`src/design/rtccal_pkg.sv`:
```
`timescale 1ns / 1ps
`default_nettype none

package rtccal_pkg;

   // Item function codes.
   localparam logic [1:0] FUNC_TICK = 2'd0;
   localparam logic [1:0] FUNC_WAIT = 2'd1;
   localparam logic [1:0] FUNC_SET  = 2'd2;

   // Configuration register indexes.
   localparam logic [1:0] CSR_SAMPLES = 2'd0;
   localparam logic [1:0] CSR_SINGLE  = 2'd1;
   localparam logic [1:0] CSR_NO_BUS  = 2'd2;

   localparam logic [5:0] SAMPLES_RESET = 6'd12;

   // Calendar limits.
   localparam logic [6:0] SEC_LIMIT    = 7'd60;
   localparam logic [6:0] MIN_LIMIT    = 7'd60;
   localparam logic [5:0] HOUR_LIMIT   = 6'd24;
   localparam logic [4:0] MONTH_LAST   = 5'd12;
   localparam logic [6:0] YEAR_END     = 7'd50;
   localparam logic [5:0] YEAR_FIRST   = 6'd11;
   localparam logic [3:0] MONTH_FEB    = 4'd2;
   localparam logic [4:0] FEB_LEAP_LEN = 5'd29;

   // Shift-subtract remainder unit.
   localparam logic [2:0] REM_STEPS   = 3'd6;
   localparam logic [5:0] SEC_DIVISOR = 6'd3;

   // Days in each month; codes outside one to twelve count as 31, zero as 0.
   localparam logic [4:0] MONTH_DAYS [16] = '{
      5'd0,  5'd31, 5'd28, 5'd31, 5'd30, 5'd31, 5'd30, 5'd31,
      5'd31, 5'd30, 5'd31, 5'd30, 5'd31, 5'd31, 5'd31, 5'd31
   };

   // Minute divisor for each samples-per-hour value: sixty divided by the
   // value, sixty for zero and one above sixty.
   localparam logic [5:0] DIV_TABLE [64] = '{
      6'd60, 6'd60, 6'd30, 6'd20, 6'd15, 6'd12, 6'd10, 6'd8,
      6'd7,  6'd6,  6'd6,  6'd5,  6'd5,  6'd4,  6'd4,  6'd4,
      6'd3,  6'd3,  6'd3,  6'd3,  6'd3,  6'd2,  6'd2,  6'd2,
      6'd2,  6'd2,  6'd2,  6'd2,  6'd2,  6'd2,  6'd2,  6'd1,
      6'd1,  6'd1,  6'd1,  6'd1,  6'd1,  6'd1,  6'd1,  6'd1,
      6'd1,  6'd1,  6'd1,  6'd1,  6'd1,  6'd1,  6'd1,  6'd1,
      6'd1,  6'd1,  6'd1,  6'd1,  6'd1,  6'd1,  6'd1,  6'd1,
      6'd1,  6'd1,  6'd1,  6'd1,  6'd1,  6'd1,  6'd1,  6'd1
   };

   typedef enum logic [2:0] {
      ST_IDLE,
      ST_MIN_START,
      ST_MIN_WAIT,
      ST_SEC_START,
      ST_SEC_WAIT,
      ST_DONE
   } ctrl_state_type;

   typedef struct packed {
      logic [5:0] samples_per_hour;
      logic       single_mode;
      logic       no_bus_mode;
   } cfg_type;

   typedef struct packed {
      logic second;
      logic minute;
   } roll_type;

   typedef struct packed {
      logic idle;
      logic accept;
      logic rem_start;
      logic sel_minute;
      logic apply_read;
      logic apply_update;
      logic load_rsp;
   } ctrl_type;

   typedef struct packed {
      logic done;
      logic zero;
   } rem_type;

   typedef struct packed {
      logic [5:0]  second;
      logic [5:0]  minute;
      logic [4:0]  hour;
      logic [4:0]  day;
      logic [3:0]  month;
      logic [5:0]  year;
      logic [2:0]  keys;
      logic        key_flag;
      logic        read_flag;
      logic        update_flag;
      logic        led;
      logic [15:0] wait_left;
   } cal_type;

endpackage

`default_nettype wire

```
`src/design/rtccal_rem.sv`:
```
`timescale 1ns / 1ps
`default_nettype none

// Restoring remainder, one dividend bit per cycle.
module rtccal_rem (
   input  wire logic                clock,
   input  wire logic                reset,
   input  wire logic                start,
   input  wire logic [5:0]          dividend,
   input  wire logic [5:0]          divisor,
   output rtccal_pkg::rem_type      status
);

   logic [2:0] cnt_ff, cnt_in;
   logic       done_ff, done_in;
   logic [5:0] q_ff, q_in;
   logic [5:0] d_ff, d_in;
   logic [5:0] r_ff, r_in;
   logic [6:0] trial;
   logic [6:0] diff;

   assign trial = {r_ff, q_ff[5]};
   assign diff  = trial - {1'b0, d_ff};

   always_comb begin
      cnt_in  = cnt_ff;
      q_in    = q_ff;
      d_in    = d_ff;
      r_in    = r_ff;
      done_in = (cnt_ff == 3'd1) && !start;
      if (start) begin
         cnt_in = rtccal_pkg::REM_STEPS;
         q_in   = dividend;
         d_in   = divisor;
         r_in   = 6'd0;
      end else if (cnt_ff != 3'd0) begin
         // The partial remainder stays below the divisor, so six bits hold it.
         r_in   = (trial >= {1'b0, d_ff}) ? diff[5:0] : trial[5:0];
         q_in   = {q_ff[4:0], 1'b0};
         cnt_in = cnt_ff - 3'd1;
      end
   end

   always_ff @(posedge clock) begin
      if (reset) begin
         cnt_ff  <= 3'd0;
         done_ff <= 1'b0;
      end else begin
         cnt_ff  <= cnt_in;
         done_ff <= done_in;
      end
      q_ff <= q_in;
      d_ff <= d_in;
      r_ff <= r_in;
   end

   assign status.done = done_ff;
   assign status.zero = (r_ff == 6'd0);

endmodule

`default_nettype wire

```
`src/design/rtccal_ctrl.sv`:
```
`timescale 1ns / 1ps
`default_nettype none

module rtccal_ctrl (
   input  wire logic                 clock,
   input  wire logic                 reset,
   input  wire logic                 req_valid,
   input  wire logic                 rsp_free,
   input  rtccal_pkg::roll_type      roll,
   input  rtccal_pkg::rem_type       rem,
   output rtccal_pkg::ctrl_type      ctrl
);

   rtccal_pkg::ctrl_state_type state_ff, state_in;

   always_comb begin
      state_in = state_ff;
      unique case (state_ff)
         rtccal_pkg::ST_IDLE: begin
            if (req_valid) begin
               if (roll.minute) begin
                  state_in = rtccal_pkg::ST_MIN_START;
               end else if (roll.second) begin
                  state_in = rtccal_pkg::ST_SEC_START;
               end else begin
                  state_in = rtccal_pkg::ST_DONE;
               end
            end
         end
         rtccal_pkg::ST_MIN_START: state_in = rtccal_pkg::ST_MIN_WAIT;
         rtccal_pkg::ST_MIN_WAIT: begin
            if (rem.done) begin
               state_in = rtccal_pkg::ST_SEC_START;
            end
         end
         rtccal_pkg::ST_SEC_START: state_in = rtccal_pkg::ST_SEC_WAIT;
         rtccal_pkg::ST_SEC_WAIT: begin
            if (rem.done) begin
               state_in = rtccal_pkg::ST_DONE;
            end
         end
         rtccal_pkg::ST_DONE: begin
            if (rsp_free) begin
               state_in = rtccal_pkg::ST_IDLE;
            end
         end
         default: state_in = rtccal_pkg::ST_IDLE;
      endcase
   end

   always_comb begin
      ctrl.idle         = (state_ff == rtccal_pkg::ST_IDLE);
      ctrl.accept       = (state_ff == rtccal_pkg::ST_IDLE) && req_valid;
      ctrl.rem_start    = (state_ff == rtccal_pkg::ST_MIN_START) ||
                          (state_ff == rtccal_pkg::ST_SEC_START);
      ctrl.sel_minute   = (state_ff == rtccal_pkg::ST_MIN_START);
      ctrl.apply_read   = (state_ff == rtccal_pkg::ST_MIN_WAIT) && rem.done;
      ctrl.apply_update = (state_ff == rtccal_pkg::ST_SEC_WAIT) && rem.done;
      ctrl.load_rsp     = (state_ff == rtccal_pkg::ST_DONE) && rsp_free;
   end

   always_ff @(posedge clock) begin
      if (reset) begin
         state_ff <= rtccal_pkg::ST_IDLE;
      end else begin
         state_ff <= state_in;
      end
   end

endmodule

`default_nettype wire

```
`src/design/rtccal_core.sv`:
```
`timescale 1ns / 1ps
`default_nettype none

module rtccal_core #(
   parameter int TICKS_PER_SECOND = 40,
   parameter int DEBOUNCE_HOLD    = 20,
   parameter int LED_OFF_TICK     = 5
) (
   input  wire logic                clock,
   input  wire logic                reset,
   input  rtccal_pkg::ctrl_type     ctrl,
   input  rtccal_pkg::cfg_type      cfg,
   input  rtccal_pkg::rem_type      rem,
   input  wire logic [1:0]          req_func,
   input  wire logic [2:0]          req_key_pins,
   input  wire logic [15:0]         req_wait_load,
   input  wire logic [5:0]          req_set_second,
   input  wire logic [5:0]          req_set_minute,
   input  wire logic [4:0]          req_set_hour,
   input  wire logic [4:0]          req_set_day,
   input  wire logic [3:0]          req_set_month,
   input  wire logic [5:0]          req_set_year,
   input  wire logic                req_clear_read,
   input  wire logic                req_clear_update,
   input  wire logic                req_clear_key,
   output rtccal_pkg::roll_type     roll,
   output rtccal_pkg::cal_type      cal
);

   logic [5:0]  tick_ff, tick_in;
   logic [4:0]  debounce_ff, debounce_in;
   logic        leap_ff, leap_in;
   rtccal_pkg::cal_type cal_ff, cal_in;

   logic [6:0]  tick_sum;
   logic [6:0]  sec_sum;
   logic [6:0]  min_sum;
   logic [5:0]  hour_sum;
   logic [5:0]  day_sum;
   logic [4:0]  month_sum;
   logic [6:0]  year_sum;
   logic [5:0]  year_next;
   logic [4:0]  debounce_dec;
   logic [4:0]  month_len;
   logic [2:0]  keys_now;

   assign tick_sum     = {1'b0, tick_ff} + 7'd1;
   assign sec_sum      = {1'b0, cal_ff.second} + 7'd1;
   assign min_sum      = {1'b0, cal_ff.minute} + 7'd1;
   assign hour_sum     = {1'b0, cal_ff.hour} + 6'd1;
   assign day_sum      = {1'b0, cal_ff.day} + 6'd1;
   assign month_sum    = {1'b0, cal_ff.month} + 5'd1;
   assign year_sum     = {1'b0, cal_ff.year} + 7'd1;
   assign year_next    = (year_sum >= rtccal_pkg::YEAR_END) ? rtccal_pkg::YEAR_FIRST
                                                           : year_sum[5:0];
   assign debounce_dec = debounce_ff - 5'd1;
   assign month_len    = (cal_ff.month == rtccal_pkg::MONTH_FEB && leap_ff)
                         ? rtccal_pkg::FEB_LEAP_LEN : rtccal_pkg::MONTH_DAYS[cal_ff.month];
   assign keys_now     = ~req_key_pins;

   assign roll.second = (req_func == rtccal_pkg::FUNC_TICK) &&
                        (tick_sum >= 7'(TICKS_PER_SECOND));
   assign roll.minute = roll.second && (sec_sum >= rtccal_pkg::SEC_LIMIT);

   always_comb begin
      tick_in     = tick_ff;
      debounce_in = debounce_ff;
      leap_in     = leap_ff;
      cal_in      = cal_ff;

      if (ctrl.accept) begin
         cal_in.read_flag   = cal_ff.read_flag & ~req_clear_read;
         cal_in.update_flag = cal_ff.update_flag & ~req_clear_update;
         cal_in.key_flag    = cal_ff.key_flag & ~req_clear_key;

         unique case (req_func)
            rtccal_pkg::FUNC_TICK: begin
               debounce_in = debounce_dec;
               if (debounce_dec == 5'd0) begin
                  debounce_in = 5'd1;
                  cal_in.keys = keys_now;
                  if (keys_now != 3'd0) begin
                     cal_in.key_flag    = 1'b1;
                     debounce_in        = 5'(DEBOUNCE_HOLD);
                     cal_in.update_flag = 1'b0;
                  end
               end

               if (tick_ff == 6'(LED_OFF_TICK)) begin
                  cal_in.led = 1'b0;
               end
               tick_in = tick_sum[5:0];

               if (roll.second) begin
                  tick_in       = 6'd0;
                  cal_in.led    = 1'b1;
                  cal_in.second = sec_sum[5:0];
                  if (cal_ff.wait_left != 16'd0) begin
                     cal_in.wait_left = cal_ff.wait_left - 16'd1;
                  end
                  if (roll.minute) begin
                     cal_in.second = 6'd0;
                     cal_in.minute = min_sum[5:0];
                     if (min_sum >= rtccal_pkg::MIN_LIMIT) begin
                        cal_in.minute = 6'd0;
                        cal_in.hour   = hour_sum[4:0];
                        if (hour_sum >= rtccal_pkg::HOUR_LIMIT) begin
                           cal_in.hour = 5'd0;
                           cal_in.day  = day_sum[4:0];
                           if (day_sum > {1'b0, month_len}) begin
                              cal_in.day   = 5'd1;
                              cal_in.month = month_sum[3:0];
                              if (month_sum > rtccal_pkg::MONTH_LAST) begin
                                 // New Year: February's length is settled here only.
                                 cal_in.month = 4'd1;
                                 cal_in.year  = year_next;
                                 leap_in      = (year_next[1:0] == 2'd0);
                              end
                           end
                        end
                     end
                  end
               end
            end
            rtccal_pkg::FUNC_WAIT: begin
               cal_in.wait_left = req_wait_load;
            end
            rtccal_pkg::FUNC_SET: begin
               cal_in.second = req_set_second;
               cal_in.minute = req_set_minute;
               cal_in.hour   = req_set_hour;
               cal_in.day    = req_set_day;
               cal_in.month  = req_set_month;
               cal_in.year   = req_set_year;
            end
            default: begin
            end
         endcase
      end

      if (ctrl.apply_read && !cfg.single_mode && !cfg.no_bus_mode &&
          (rem.zero || cal_ff.minute == 6'd0)) begin
         cal_in.read_flag   = 1'b1;
         cal_in.update_flag = 1'b0;
      end

      if (ctrl.apply_update && !cal_ff.read_flag && cal_ff.wait_left == 16'd0 &&
          rem.zero) begin
         cal_in.update_flag = 1'b1;
      end
   end

   always_ff @(posedge clock) begin
      if (reset) begin
         tick_ff            <= 6'd0;
         debounce_ff        <= 5'd1;
         leap_ff            <= 1'b0;
         cal_ff.second      <= 6'd0;
         cal_ff.minute      <= 6'd4;
         cal_ff.hour        <= 5'd12;
         cal_ff.day         <= 5'd1;
         cal_ff.month       <= 4'd10;
         cal_ff.year        <= 6'd14;
         cal_ff.keys        <= 3'd0;
         cal_ff.key_flag    <= 1'b0;
         cal_ff.read_flag   <= 1'b0;
         cal_ff.update_flag <= 1'b0;
         cal_ff.led         <= 1'b0;
         cal_ff.wait_left   <= 16'd0;
      end else begin
         tick_ff     <= tick_in;
         debounce_ff <= debounce_in;
         leap_ff     <= leap_in;
         cal_ff      <= cal_in;
      end
   end

   assign cal = cal_ff;

endmodule

`default_nettype wire

```
`src/design/rtc_calendar_tick.sv`:
```
`timescale 1ns / 1ps
`default_nettype none

// Channel   Direction  Handshake             Payload
// req_      in         req_valid/req_stall   function, key pins, timer load, clock set, clears
// rsp_      out        rsp_valid/rsp_stall   calendar, keys, sticky flags, LED, timer
// csr_      in         csr_write             csr_index selects register, csr_wdata
//
// An item that ends a second runs once through the six-step shift-subtract
// remainder unit, for the seconds test, and one that ends a minute runs
// through it twice, first for the minute test and then for the seconds test;
// other items skip it. No new item is taken until the last one is finished.
// Reset is synchronous and active high and restores the power-up calendar.
// One finished result waits in the output register, and the next item is
// accepted meanwhile; its work halts at the final step until rsp_stall falls.

module rtc_calendar_tick #(
   parameter int TICKS_PER_SECOND = 40,
   parameter int DEBOUNCE_HOLD    = 20,
   parameter int LED_OFF_TICK     = 5
) (
   input  wire logic        clock,
   input  wire logic        reset,

   input  wire logic        req_valid,
   output logic             req_stall,
   input  wire logic [1:0]  req_func,
   input  wire logic [2:0]  req_key_pins,
   input  wire logic [15:0] req_wait_load,
   input  wire logic [5:0]  req_set_second,
   input  wire logic [5:0]  req_set_minute,
   input  wire logic [4:0]  req_set_hour,
   input  wire logic [4:0]  req_set_day,
   input  wire logic [3:0]  req_set_month,
   input  wire logic [5:0]  req_set_year,
   input  wire logic        req_clear_read,
   input  wire logic        req_clear_update,
   input  wire logic        req_clear_key,

   output logic             rsp_valid,
   input  wire logic        rsp_stall,
   output logic [5:0]       rsp_second_now,
   output logic [5:0]       rsp_minute_now,
   output logic [4:0]       rsp_hour_now,
   output logic [4:0]       rsp_day_now,
   output logic [3:0]       rsp_month_now,
   output logic [5:0]       rsp_year_now,
   output logic [2:0]       rsp_keys_seen,
   output logic             rsp_key_flag,
   output logic             rsp_read_flag,
   output logic             rsp_update_flag,
   output logic             rsp_led_on,
   output logic [15:0]      rsp_wait_left,

   input  wire logic        csr_write,
   input  wire logic [1:0]  csr_index,
   input  wire logic [5:0]  csr_wdata
);

   rtccal_pkg::cfg_type  cfg_ff, cfg_in;
   rtccal_pkg::ctrl_type ctrl;
   rtccal_pkg::roll_type roll;
   rtccal_pkg::rem_type  rem;
   rtccal_pkg::cal_type  cal;
   rtccal_pkg::cal_type  rsp_cal_ff;
   logic                 rsp_valid_ff, rsp_valid_in;
   logic                 rsp_free;
   logic [5:0]           rem_dividend;
   logic [5:0]           rem_divisor;

   // Configuration registers; writes to an unused index are dropped.
   always_comb begin
      cfg_in = cfg_ff;
      if (csr_write) begin
         unique case (csr_index)
            rtccal_pkg::CSR_SAMPLES: cfg_in.samples_per_hour = csr_wdata;
            rtccal_pkg::CSR_SINGLE:  cfg_in.single_mode      = csr_wdata[0];
            rtccal_pkg::CSR_NO_BUS:  cfg_in.no_bus_mode      = csr_wdata[0];
            default: begin
            end
         endcase
      end
   end

   always_ff @(posedge clock) begin
      if (reset) begin
         cfg_ff.samples_per_hour <= rtccal_pkg::SAMPLES_RESET;
         cfg_ff.single_mode      <= 1'b0;
         cfg_ff.no_bus_mode      <= 1'b0;
      end else begin
         cfg_ff <= cfg_in;
      end
   end

   // The output register is free when empty or when its item leaves this cycle.
   assign rsp_free = !rsp_valid_ff || !rsp_stall;

   rtccal_ctrl u_ctrl (
      .clock     (clock),
      .reset     (reset),
      .req_valid (req_valid),
      .rsp_free  (rsp_free),
      .roll      (roll),
      .rem       (rem),
      .ctrl      (ctrl)
   );

   // The shared unit tests the minute against the sampling divisor first and
   // then the second against three.
   assign rem_dividend = ctrl.sel_minute ? cal.minute : cal.second;
   assign rem_divisor  = ctrl.sel_minute ? rtccal_pkg::DIV_TABLE[cfg_ff.samples_per_hour]
                                         : rtccal_pkg::SEC_DIVISOR;

   rtccal_rem u_rem (
      .clock    (clock),
      .reset    (reset),
      .start    (ctrl.rem_start),
      .dividend (rem_dividend),
      .divisor  (rem_divisor),
      .status   (rem)
   );

   rtccal_core #(
      .TICKS_PER_SECOND (TICKS_PER_SECOND),
      .DEBOUNCE_HOLD    (DEBOUNCE_HOLD),
      .LED_OFF_TICK     (LED_OFF_TICK)
   ) u_core (
      .clock            (clock),
      .reset            (reset),
      .ctrl             (ctrl),
      .cfg              (cfg_ff),
      .rem              (rem),
      .req_func         (req_func),
      .req_key_pins     (req_key_pins),
      .req_wait_load    (req_wait_load),
      .req_set_second   (req_set_second),
      .req_set_minute   (req_set_minute),
      .req_set_hour     (req_set_hour),
      .req_set_day      (req_set_day),
      .req_set_month    (req_set_month),
      .req_set_year     (req_set_year),
      .req_clear_read   (req_clear_read),
      .req_clear_update (req_clear_update),
      .req_clear_key    (req_clear_key),
      .roll             (roll),
      .cal              (cal)
   );

   assign req_stall = !ctrl.idle;

   // Result register: loaded with the state as it stands once the item is done.
   always_comb begin
      rsp_valid_in = rsp_valid_ff;
      if (ctrl.load_rsp) begin
         rsp_valid_in = 1'b1;
      end else if (!rsp_stall) begin
         rsp_valid_in = 1'b0;
      end
   end

   always_ff @(posedge clock) begin
      if (reset) begin
         rsp_valid_ff <= 1'b0;
      end else begin
         rsp_valid_ff <= rsp_valid_in;
      end
      if (ctrl.load_rsp) begin
         rsp_cal_ff <= cal;
      end
   end

   assign rsp_valid       = rsp_valid_ff;
   assign rsp_second_now  = rsp_cal_ff.second;
   assign rsp_minute_now  = rsp_cal_ff.minute;
   assign rsp_hour_now    = rsp_cal_ff.hour;
   assign rsp_day_now     = rsp_cal_ff.day;
   assign rsp_month_now   = rsp_cal_ff.month;
   assign rsp_year_now    = rsp_cal_ff.year;
   assign rsp_keys_seen   = rsp_cal_ff.keys;
   assign rsp_key_flag    = rsp_cal_ff.key_flag;
   assign rsp_read_flag   = rsp_cal_ff.read_flag;
   assign rsp_update_flag = rsp_cal_ff.update_flag;
   assign rsp_led_on      = rsp_cal_ff.led;
   assign rsp_wait_left   = rsp_cal_ff.wait_left;

endmodule

`default_nettype wire

```
`config.mk`:
```
export PLATFORM = sky130hd
export DESIGN_NAME = rtc_calendar_tick
export DESIGN_NICKNAME = d
export VERILOG_FILES = /design/src/design/rtccal_pkg.sv /design/src/design/rtccal_rem.sv /design/src/design/rtccal_ctrl.sv /design/src/design/rtccal_core.sv /design/src/design/rtc_calendar_tick.sv
export SDC_FILE = /design/constraint.sdc
export NUM_CORES = 1
export LEC_CHECK = 0
export BUFFER_PORTS_ARGS = -buffer_cell sky130_fd_sc_hd__clkbuf_2
export CAP_MARGIN = 20
export CORE_MARGIN = 3
export CORE_UTILIZATION = 50
export DETAILED_ROUTE_END_ITERATION = 10
export HOLD_SLACK_MARGIN = 0.05
export PLACE_DENSITY = 0.72
export SKIP_CTS_REPAIR_TIMING = 1
export SLEW_MARGIN = 10
export SYNTH_ARGS = -nofsm -noshare
export SYNTH_HDL_FRONTEND = slang
export SYNTH_HIERARCHICAL = 1
export SYNTH_SLANG_ARGS = --single-unit
```
`constraint.sdc`:
```
create_clock -name clock -period 4.3 [get_ports clock]
set_clock_uncertainty 0.2 [all_clocks]
set_input_delay 0.645 -clock clock [delete_from_list [all_inputs] [get_ports clock]]
set_output_delay 0.645 -clock clock [all_outputs]
set_load 0.01 [all_outputs]
```
==> metrics.txt, run 1 <==
Placement Cell Area=8950 um^2; routed length per instance=16.3 um; Synth top area share=0.245; Post-Synthesis Cells=approximately 860; full die area=about 18000 um^2; Final nets=1072; worst r2r src=u_core/cal[29]$_SDFFE_PP0P_; post-synth cell types=92; CTS Sinks=156; Max Clk Rate=315 MHz; min-delay worst type=input pin to flop; site row count=46; Synth Cell Area=slightly above 8000 um^2; pin count of the biggest net entering global routing=62; largest cells by area after synthesis=edfxtp_1 25%, dfxtp_1 22%, ha_1 5.0%; ys flop type=dfxtp_1; maximum vdd drop=0.300 mV; count leader, synth=dfxtp_1; Mapped Nets=959; WP data arrival=3.30 ns; Die Wd=between 100 and 150 um; P per Cell Area=416 nW/um^2; Post-DP HPWL=roughly 14000 um; Slew Viols, Final=0; initial antenna violation count=0; n_diodes=0; Yosys warning count=6; Crit path largest cell delay=0.52 ns; Synth area leader=edfxtp_1; Area Overhead vs Synth=16.2%; non-filler cells, final=1198; Core Region=15900 um^2; Final min period=3.17 ns; Power, Total=between 3 and 4 mW; post-route ant nets=0; RR Endpoint=u_core/cal[23]$_SDFFE_PP0P_; CTS Buffer Depth=2; GRT Total Usage=0.215; sum of negative setup slack=0 ns; port buffer count=125; HP Start=req_key_pins[0]; IO Pins=126; Hold Path Depth=2; commonest cells in the synthesized netlist=89 x dfxtp_1, 81 x nor2_1, 73 x nand2_1; Initial Util=0.515; Leakage=3.58 nW; CP startpoint kind=flop; pre-CTS WS=1.12 ns; switch share=0.296; slew margin rel.=0.395; Reg power frac=0.449; final hold viol count=0; final WL=19500 um; critical-path cell list=inv_1 -> ha_1 -> nand2_1 -> nor2_1 -> nor3_1 -> a31oi_1 -> ha_1 -> nand3_1 -> o22ai_1 -> a21oi_1 -> nor2_1 -> nor4b_2 -> o21ai_1 -> a221oi_1; first-pass GRT wire length=31100 um; Final Util=0.598; layout cells sized above 1=0.214; Internal=2.79 mW; DRT iter0 DRCs=620; EDFF count, synth=67; post-synthesis register bit count=156; DRC Markers=0; Critical Path RT=4.43 ns; DR vias=about 6900; Post-synth ARST share=0; actual slew at the worst max-slew pin=around 0.9 ns; type of the worst setup path=flop to flop; post-route clock period utilization=0.738; Via density=around 5.8; Max FO, Critical Path=11; R2R cell count=14; Finish-stage setup viols=0; Cell Count Post-Placement=1164; clock share of power=0.366; RSZ-0062 raised after global routing=false; Worst path slowest cell=dfxtp_1; Post-Layout Inst Area=9530 um^2; Reg2Reg Setup Slack=1.13 ns; worst skew pair latency=0.43 ns; Hold EP=u_core/cal[20]$_SDFFE_PP0P_; worst setup margin=1.13 ns; htree depth=4; CTS buffer count=17; Comb pwr share=0.185; worst hold slack=about 0.21 ns; Maximum Capacitance Violations=0; number of global-route vias before repair=6273; P_sw=~1.2 mW; status=completed; Seq/Total Area, Yosys=0.462; Clock Tree Root=clkbuf_16; Crit. End Element=flop; Die Y-Extent=134 um; drt pass-1 iters=5; final RePlAce weighted congestion=just under 0.9; Syn Area/Cell=about 9.6 um^2; total gr overflow=0; CTS tree=built; Clock transition at path regs=around 0.07 ns
==> cells by family (layout without fill, tap and decap cells) <==
kind of cell,Yosys count,count (layout),share of synthesized area
AND/OR/NAND/NOR,309,309,0.195
multiplexers,22,22,0.0291
AO/OA/AOI/OAI,235,235,0.202
buffers and inverters,88,214,0.0461
flip-flops,156,156,0.462
XOR/XNOR,12,12,0.0128
adder cells (fa/ha/maj),34,34,0.0528
==> worst max-delay path, delay by kind of cell (launching register included) <==
family                     cells  cell delay, ns
AOI/OAI and AO/OA              5            0.76
adders and majority gates      2            0.49
buffers and inverters          1            0.11
DFF                            1            0.52
and+or+nand+nor                6            0.99
==> cell type report <==
class                   count  area [um^2]
clock buffers              18          429
flip-flops and latches    156         3790
clock inverters            14          134
multi-input cells         612         4040
fillers                  1362         6410
well taps                 216          270
repair buffers            131          668
inverters                  51          191
==> state kept, by name (all words and copies together), names as in the netlist, 4 cells and up <==
name                flops
rsp_day_now             5
rsp_second_now          6
rsp_wait_left          16
u_rem/r_ff              6
u_core/tick_ff          6
cfg_ff                  8
u_core/debounce_ff      5
rsp_year_now            6
u_rem/q_ff              6
rsp_month_now           4
u_rem/d_ff              6
u_core/cal             55
rsp_minute_now          6
rsp_hour_now            5
==> power by group through the flow <==
stage,Combinational (mW),Clock (mW),Sequential [mW]
6_report,0.734,1.45,1.78
4_1_cts,0.732,1.47,1.78
5_1_grt,0.826,1.54,1.80
2_1_floorplan,0.554,0,1.79
3_3_place_gp,0.715,0,1.81
3_5_place_dp,0.725,0,1.81
==> worst max path at each step <==
stage,from,to,slack [ns],depth (start not counted)
4_1_cts,u_core/cal[29]$_SDFFE_PP0P_,u_core/cal[23]$_SDFFE_PP0P_,1.14,14
3_3_place_gp,req_valid,u_core/cal[44]$_SDFFE_PP0P_,1.15,7
2_1_floorplan,rsp_stall,rsp_day_now[0]$_DFFE_PP_,0.52,3
5_1_grt,u_core/cal[29]$_SDFFE_PP0P_,u_core/cal[23]$_SDFFE_PP0P_,0.76,14
3_5_place_dp,req_valid,u_core/cal[44]$_SDFFE_PP0P_,1.12,7
6_report,u_core/cal[29]$_SDFFE_PP0P_,u_core/cal[23]$_SDFFE_PP0P_,1.13,14
==> layer usage <==
metal	global-route usage	part of all wire
met1	0.301	0.46
met2	0.326	0.45
met3	0.0559	0.068
met4	0.0718	0.017
met5	0	0
==> placed cells by master, fill, tap and decap left out, types with 12 or more instances in the layout <==
cell type,count
clkbuf_16,17
o21ai_0,39
dfxtp_1,89
nor3_1,27
nor2_1,79
inv_1,49
edfxtp_1,67
clkbuf_2,124
ha_1,33
and3_1,12
nand2_1,73
nand3_1,20
a21oi_1,65
a211oi_1,14
nor2b_1,13
Note: power is estimated with default switching activity, not from simulation.
==> run 2: changes to the inputs <==
Settings changed: PLACE_DENSITY 0.72 to 0.74.
Clock period 4.3 ns to 2.9 ns, I/O delays scaled along.
==> metrics.txt, run 2 (synthesis results as in run 1) <==
status=completed; Critical Path RT=between 3 and 4 ns; final WL=20800 um; Internal=4.46 mW; site row count=46; wl on met1=between 9000 and 10000 um; htree depth=4; final hold viol count=0; drt pass-1 iters=5; Finish-stage setup viols=0; Final nets=1097; multi-input logic area=~4100 um^2; maximum vdd drop=approximately 0.44 mV; full die area=approximately 18000 um^2; Die Wd=134 um; GRT Total Usage=0.231; first-pass GRT wire length=around 34000 um; Crit. End Element=flop; switch share=0.280; port buffer count=125; DR vias=7143; Clock transition at path regs=0.06 ns; Cell Count Post-Placement=1185; CTS Buffer Depth=2; most frequent cells in the layout=124 x clkbuf_2, 87 x dfxtp_1, 78 x nor2_1, 73 x nand2_1, 67 x edfxtp_1; min-delay worst type=input pin to flop; routed length per instance=roughly 17 um; worst skew pair latency=0.43 ns; P_sw=1.73 mW; Max FO, Critical Path=10; Core Region=15900 um^2; P per Cell Area=626 nW/um^2; WP data arrival=slightly below 3 ns; Max Clk Rate=361 MHz; met2 WL=9940 um; most common cell after layout, fill and taps aside=clkbuf_2; pin count of the biggest net entering global routing=45; type of the worst setup path=flop to flop; Maximum Capacitance Violations=0; worst hold slack=0.0393 ns; RSZ-0062 raised after global routing=true; Area Overhead vs Synth=20.7%; Sequential Area=~3800 um^2; fillers=1350; non-filler cells, final=1223; actual slew at the worst max-slew pin=about 0.98 ns; CTS Sinks=156; Power, Total=6.20 mW; final RePlAce weighted congestion=0.850; CP startpoint kind=flop; Top Metal Used=met5; pre-CTS WS=-0.0385 ns; worst setup margin=0.130 ns; Reg power frac=0.426; number of flip-flops in the largest register=55; initial antenna violation count=1; CTS buffer count=17; DR WL met3=1380 um; CTS tree=built; Post-Layout Inst Area=9900 um^2; DRC Markers=0; DRT iter0 DRCs=~550; Comb pwr share=0.190; IO Pins=~130; Final min period=roughly 2.8 ns; total gr overflow=0; Die Y-Extent=134 um; slew margin rel.=0.342; Via density=5.84; Initial Util=0.515; n_diodes=0; post-route ant nets=0; Placement Cell Area=around 9100 um^2; clock share of power=0.384; Slew Viols, Final=0; number of global-route vias before repair=6788; layout cells sized above 1=0.235; Clock Tree Root=clkbuf_16; post-route clock period utilization=0.955; Post-DP HPWL=14200 um; Leakage=3.78 nW
[run 2: routing by layer]
metal | GRT usage | up-vias
met5 | 0 | -
met4 | 0.0803 | 2
met3 | 0.0495 | 25
met2 | 0.372 | 259
met1 | 0.310 | 3385
li1 | - | 3472
[run 2: cell type report]
type / instances / share of cell area
flip-flops and latches: 156 / 0.383
repair buffers: 156 / 0.0920
well taps: 216 / 0.0273
clock buffers: 18 / 0.0444
multi-input cells: 612 / 0.414
inverters: 51 / 0.0193
clock inverters: 14 / 0.0195
[run 2: final timing paths]
check                               from                          end  cells past startpoint  slack [ns]
max          u_core/cal[29]$_SDFFE_PP0P_  u_core/cal[32]$_SDFFE_PP1P_                      9        0.13
max reg2reg  u_core/cal[29]$_SDFFE_PP0P_  u_core/cal[32]$_SDFFE_PP1P_                      9        0.13
min reg2reg  u_core/cal[20]$_SDFFE_PP0P_   rsp_keys_seen[0]$_DFFE_PP_                      0        0.23
min                      req_set_hour[3]  u_core/cal[41]$_SDFFE_PP1P_                      3        0.04
[run 2: power by group through the flow]
stage / Clock, mW / Combinational, mW / Sequential, mW
3_5_place_dp: 0 / 1.14 / 2.68
2_1_floorplan: 0 / 0.822 / 2.66
6_report: 2.38 / 1.18 / 2.64
3_3_place_gp: 0 / 1.12 / 2.67
5_1_grt: 2.51 / 1.30 / 2.66
4_1_cts: 2.42 / 1.17 / 2.64
[run 2: per-stage QoR]
stage | util | setup TNS, ns
finish | 0.621 | 0
global route | 0.621 | -0.109
CTS | 0.613 | -0.135
detailed placement | 0.574 | -0.0465
global placement | 0.574 | 0
floorplan | - | 0
[run 2: critical path: stages, from the launching register on]
cell,delay (ns)
dfxtp_1,0.31
buf_4,0.16
ha_1,0.24
nand2_1,0.07
o311ai_0,0.12
a21oi_1,0.67
o21ai_0,0.37
a211o_1,0.31
a21boi_1,0.14
a211o_1,0.11
==> run 3: changes to the inputs <==
==> constraint.sdc (replaced) <==
create_clock -name clock -period 2.9 [get_ports clock]
set_clock_uncertainty 0.2 [all_clocks]
set_input_delay 0.145 -clock clock [delete_from_list [all_inputs] [get_ports clock]]
set_output_delay 0.145 -clock clock [all_outputs]
set_load 0.01 [all_outputs]
==> metrics.txt, run 3 (synthesis results as in run 1) <==
status=completed; final RePlAce weighted congestion=0.845; Maximum Capacitance Violations=0; actual slew at the worst max-slew pin=0.988 ns; full die area=around 18000 um^2; most frequent cells in the layout=124 x clkbuf_2, 88 x dfxtp_1, 78 x nor2_1, 73 x nand2_1, 72 x dlygate4sd3_1; Leakage=4.00 nW; post-route ant nets=0; DR vias=7377; final hold viol count=0; fillers=~1300; Via density=5.73; slew margin rel.=0.336; port buffer count=125; delay-heaviest family, CP=compound AO/OA/AOI/OAI gates; Final min period=~2.8 ns; P per Cell Area=570 nW/um^2; Cell Count Post-Placement=roughly 1200; DRT iter0 DRCs=534; Placement Cell Area=about 9000 um^2; number of flip-flops in the largest register=between 50 and 60; CP startpoint kind=flop; WP data arrival=2.89 ns; Worst path slowest cell=o21ai_0; Post-Layout Inst Area=10500 um^2; Die Wd=134 um; DRC Markers=0; drt pass-1 iters=5; Clock Tree Root=clkbuf_16; initial antenna violation count=1; number of global-route vias before repair=6483; total gr overflow=0; Sequential Area=~3800 um^2; Core Region=around 16000 um^2; Crit path largest cell delay=slightly above 0.4 ns; CTS Buffer Depth=2; multi-input logic area=4110 um^2; final WL=about 22000 um; Critical Path RT=3.02 ns; Final Util=0.657; Die Y-Extent=134 um; Crit. End Element=flop; GRT Total Usage=0.222; CTS buffer count=17; CTS tree=built; Max Clk Rate=360 MHz; worst skew pair latency=0.42 ns; type of the worst setup path=flop to flop; buffer and inverter count on the worst path=1; Final nets=1160; maximum vdd drop=about 0.40 mV; post-route clock period utilization=0.957; first-pass GRT wire length=about 32000 um; Slew Viols, Final=0; Max FO, Critical Path=4; CTS Sinks=156; most common cell after layout, fill and taps aside=clkbuf_2; critical-path cell list=inv_1 -> ha_1 -> nand2_1 -> nor2_1 -> nor3_1 -> a31oi_1 -> ha_1 -> nand3_1 -> o22ai_1 -> a21oi_2 -> o21ai_0 -> a211o_1 -> a21boi_1 -> a211o_1; pin count of the biggest net entering global routing=66; RSZ-0062 raised after global routing=true; non-filler cells, final=1287; Initial Util=0.515; IO Pins=126; layout cells sized above 1=0.220; Post-DP HPWL=13900 um; Finish-stage setup viols=0; Power, Total=approximately 6 mW; htree depth=4; Clock transition at path regs=0.07 ns; min-delay worst type=input pin to flop; site row count=46; routed length per instance=around 17 um; Area Overhead vs Synth=27.7%
[run 3: changes by cell type in the layout (fill, tap and decap cells not counted), moves of 3 or more]
cell / change
buf_4: -4
bufinv_16: -3
clkinvlp_4: +3
dlygate4sd3_1: +66
[run 3: layer usage]
layer	global-route usage	vias to the layer above	routed length, um
li1	-	3592	-
met1	0.310	3475	9500
met2	0.345	284	10300
met3	0.0488	26	1340
met4	0.0764	0	335
met5	0	-	0
[run 3: final cells by class]
type,instances,share of cell area
tap,216,0.0258
clock buffer,18,0.0410
inverter,51,0.0183
timing repair buffer,219,0.149
multi-input combinational,612,0.392
sequential,156,0.362
antenna,1,0.000239
clock inverter,14,0.0117
[run 3: final timing paths]
check,start,to,slack [ns],cells after the start
worst min-delay path,req_clear_update,u_core/cal[17]$_SDFFE_PP0P_,0.02,5
worst max register to register,u_core/cal[29]$_SDFFE_PP0P_,u_core/cal[32]$_SDFFE_PP1P_,0.13,14
worst min register to register,u_core/cal[22]$_SDFFE_PP0P_,rsp_keys_seen[2]$_DFFE_PP_,0.24,0
worst max-delay path,u_core/cal[29]$_SDFFE_PP0P_,u_core/cal[32]$_SDFFE_PP1P_,0.13,14
[run 3: worst register-to-register path, stage by stage, from the launching register on]
cell	delay, ns
dfxtp_1	0.33
inv_1	0.06
ha_1	0.18
nand2_1	0.09
nor2_1	0.05
nor3_1	0.15
a31oi_1	0.07
ha_1	0.29
nand3_1	0.07
o22ai_1	0.20
a21oi_2	0.09
o21ai_0	0.41
a211o_1	0.15
a21boi_1	0.06
a211o_1	0.27
[run 3: power breakdown]
part / leakage [nW] / internal, mW / switching, mW
clock network: 0.262 / 1.18 / 0.917
logic: 2.43 / 0.560 / 0.682
registers: 1.31 / 2.49 / 0.144
total: 4.00 / 4.23 / 1.74
[run 3: metrics by stage]
stage               hold WS [ns]  setup WS, ns  TNS [ns]
finish                    0.0231         0.125         0
global route              0.0744       -0.0544   -0.0784
global placement           0.145        0.0778         0
detailed placement         0.156       -0.0666    -0.111
floorplan                 0.0112         0.130         0
CTS                       -0.296       -0.0875    -0.132
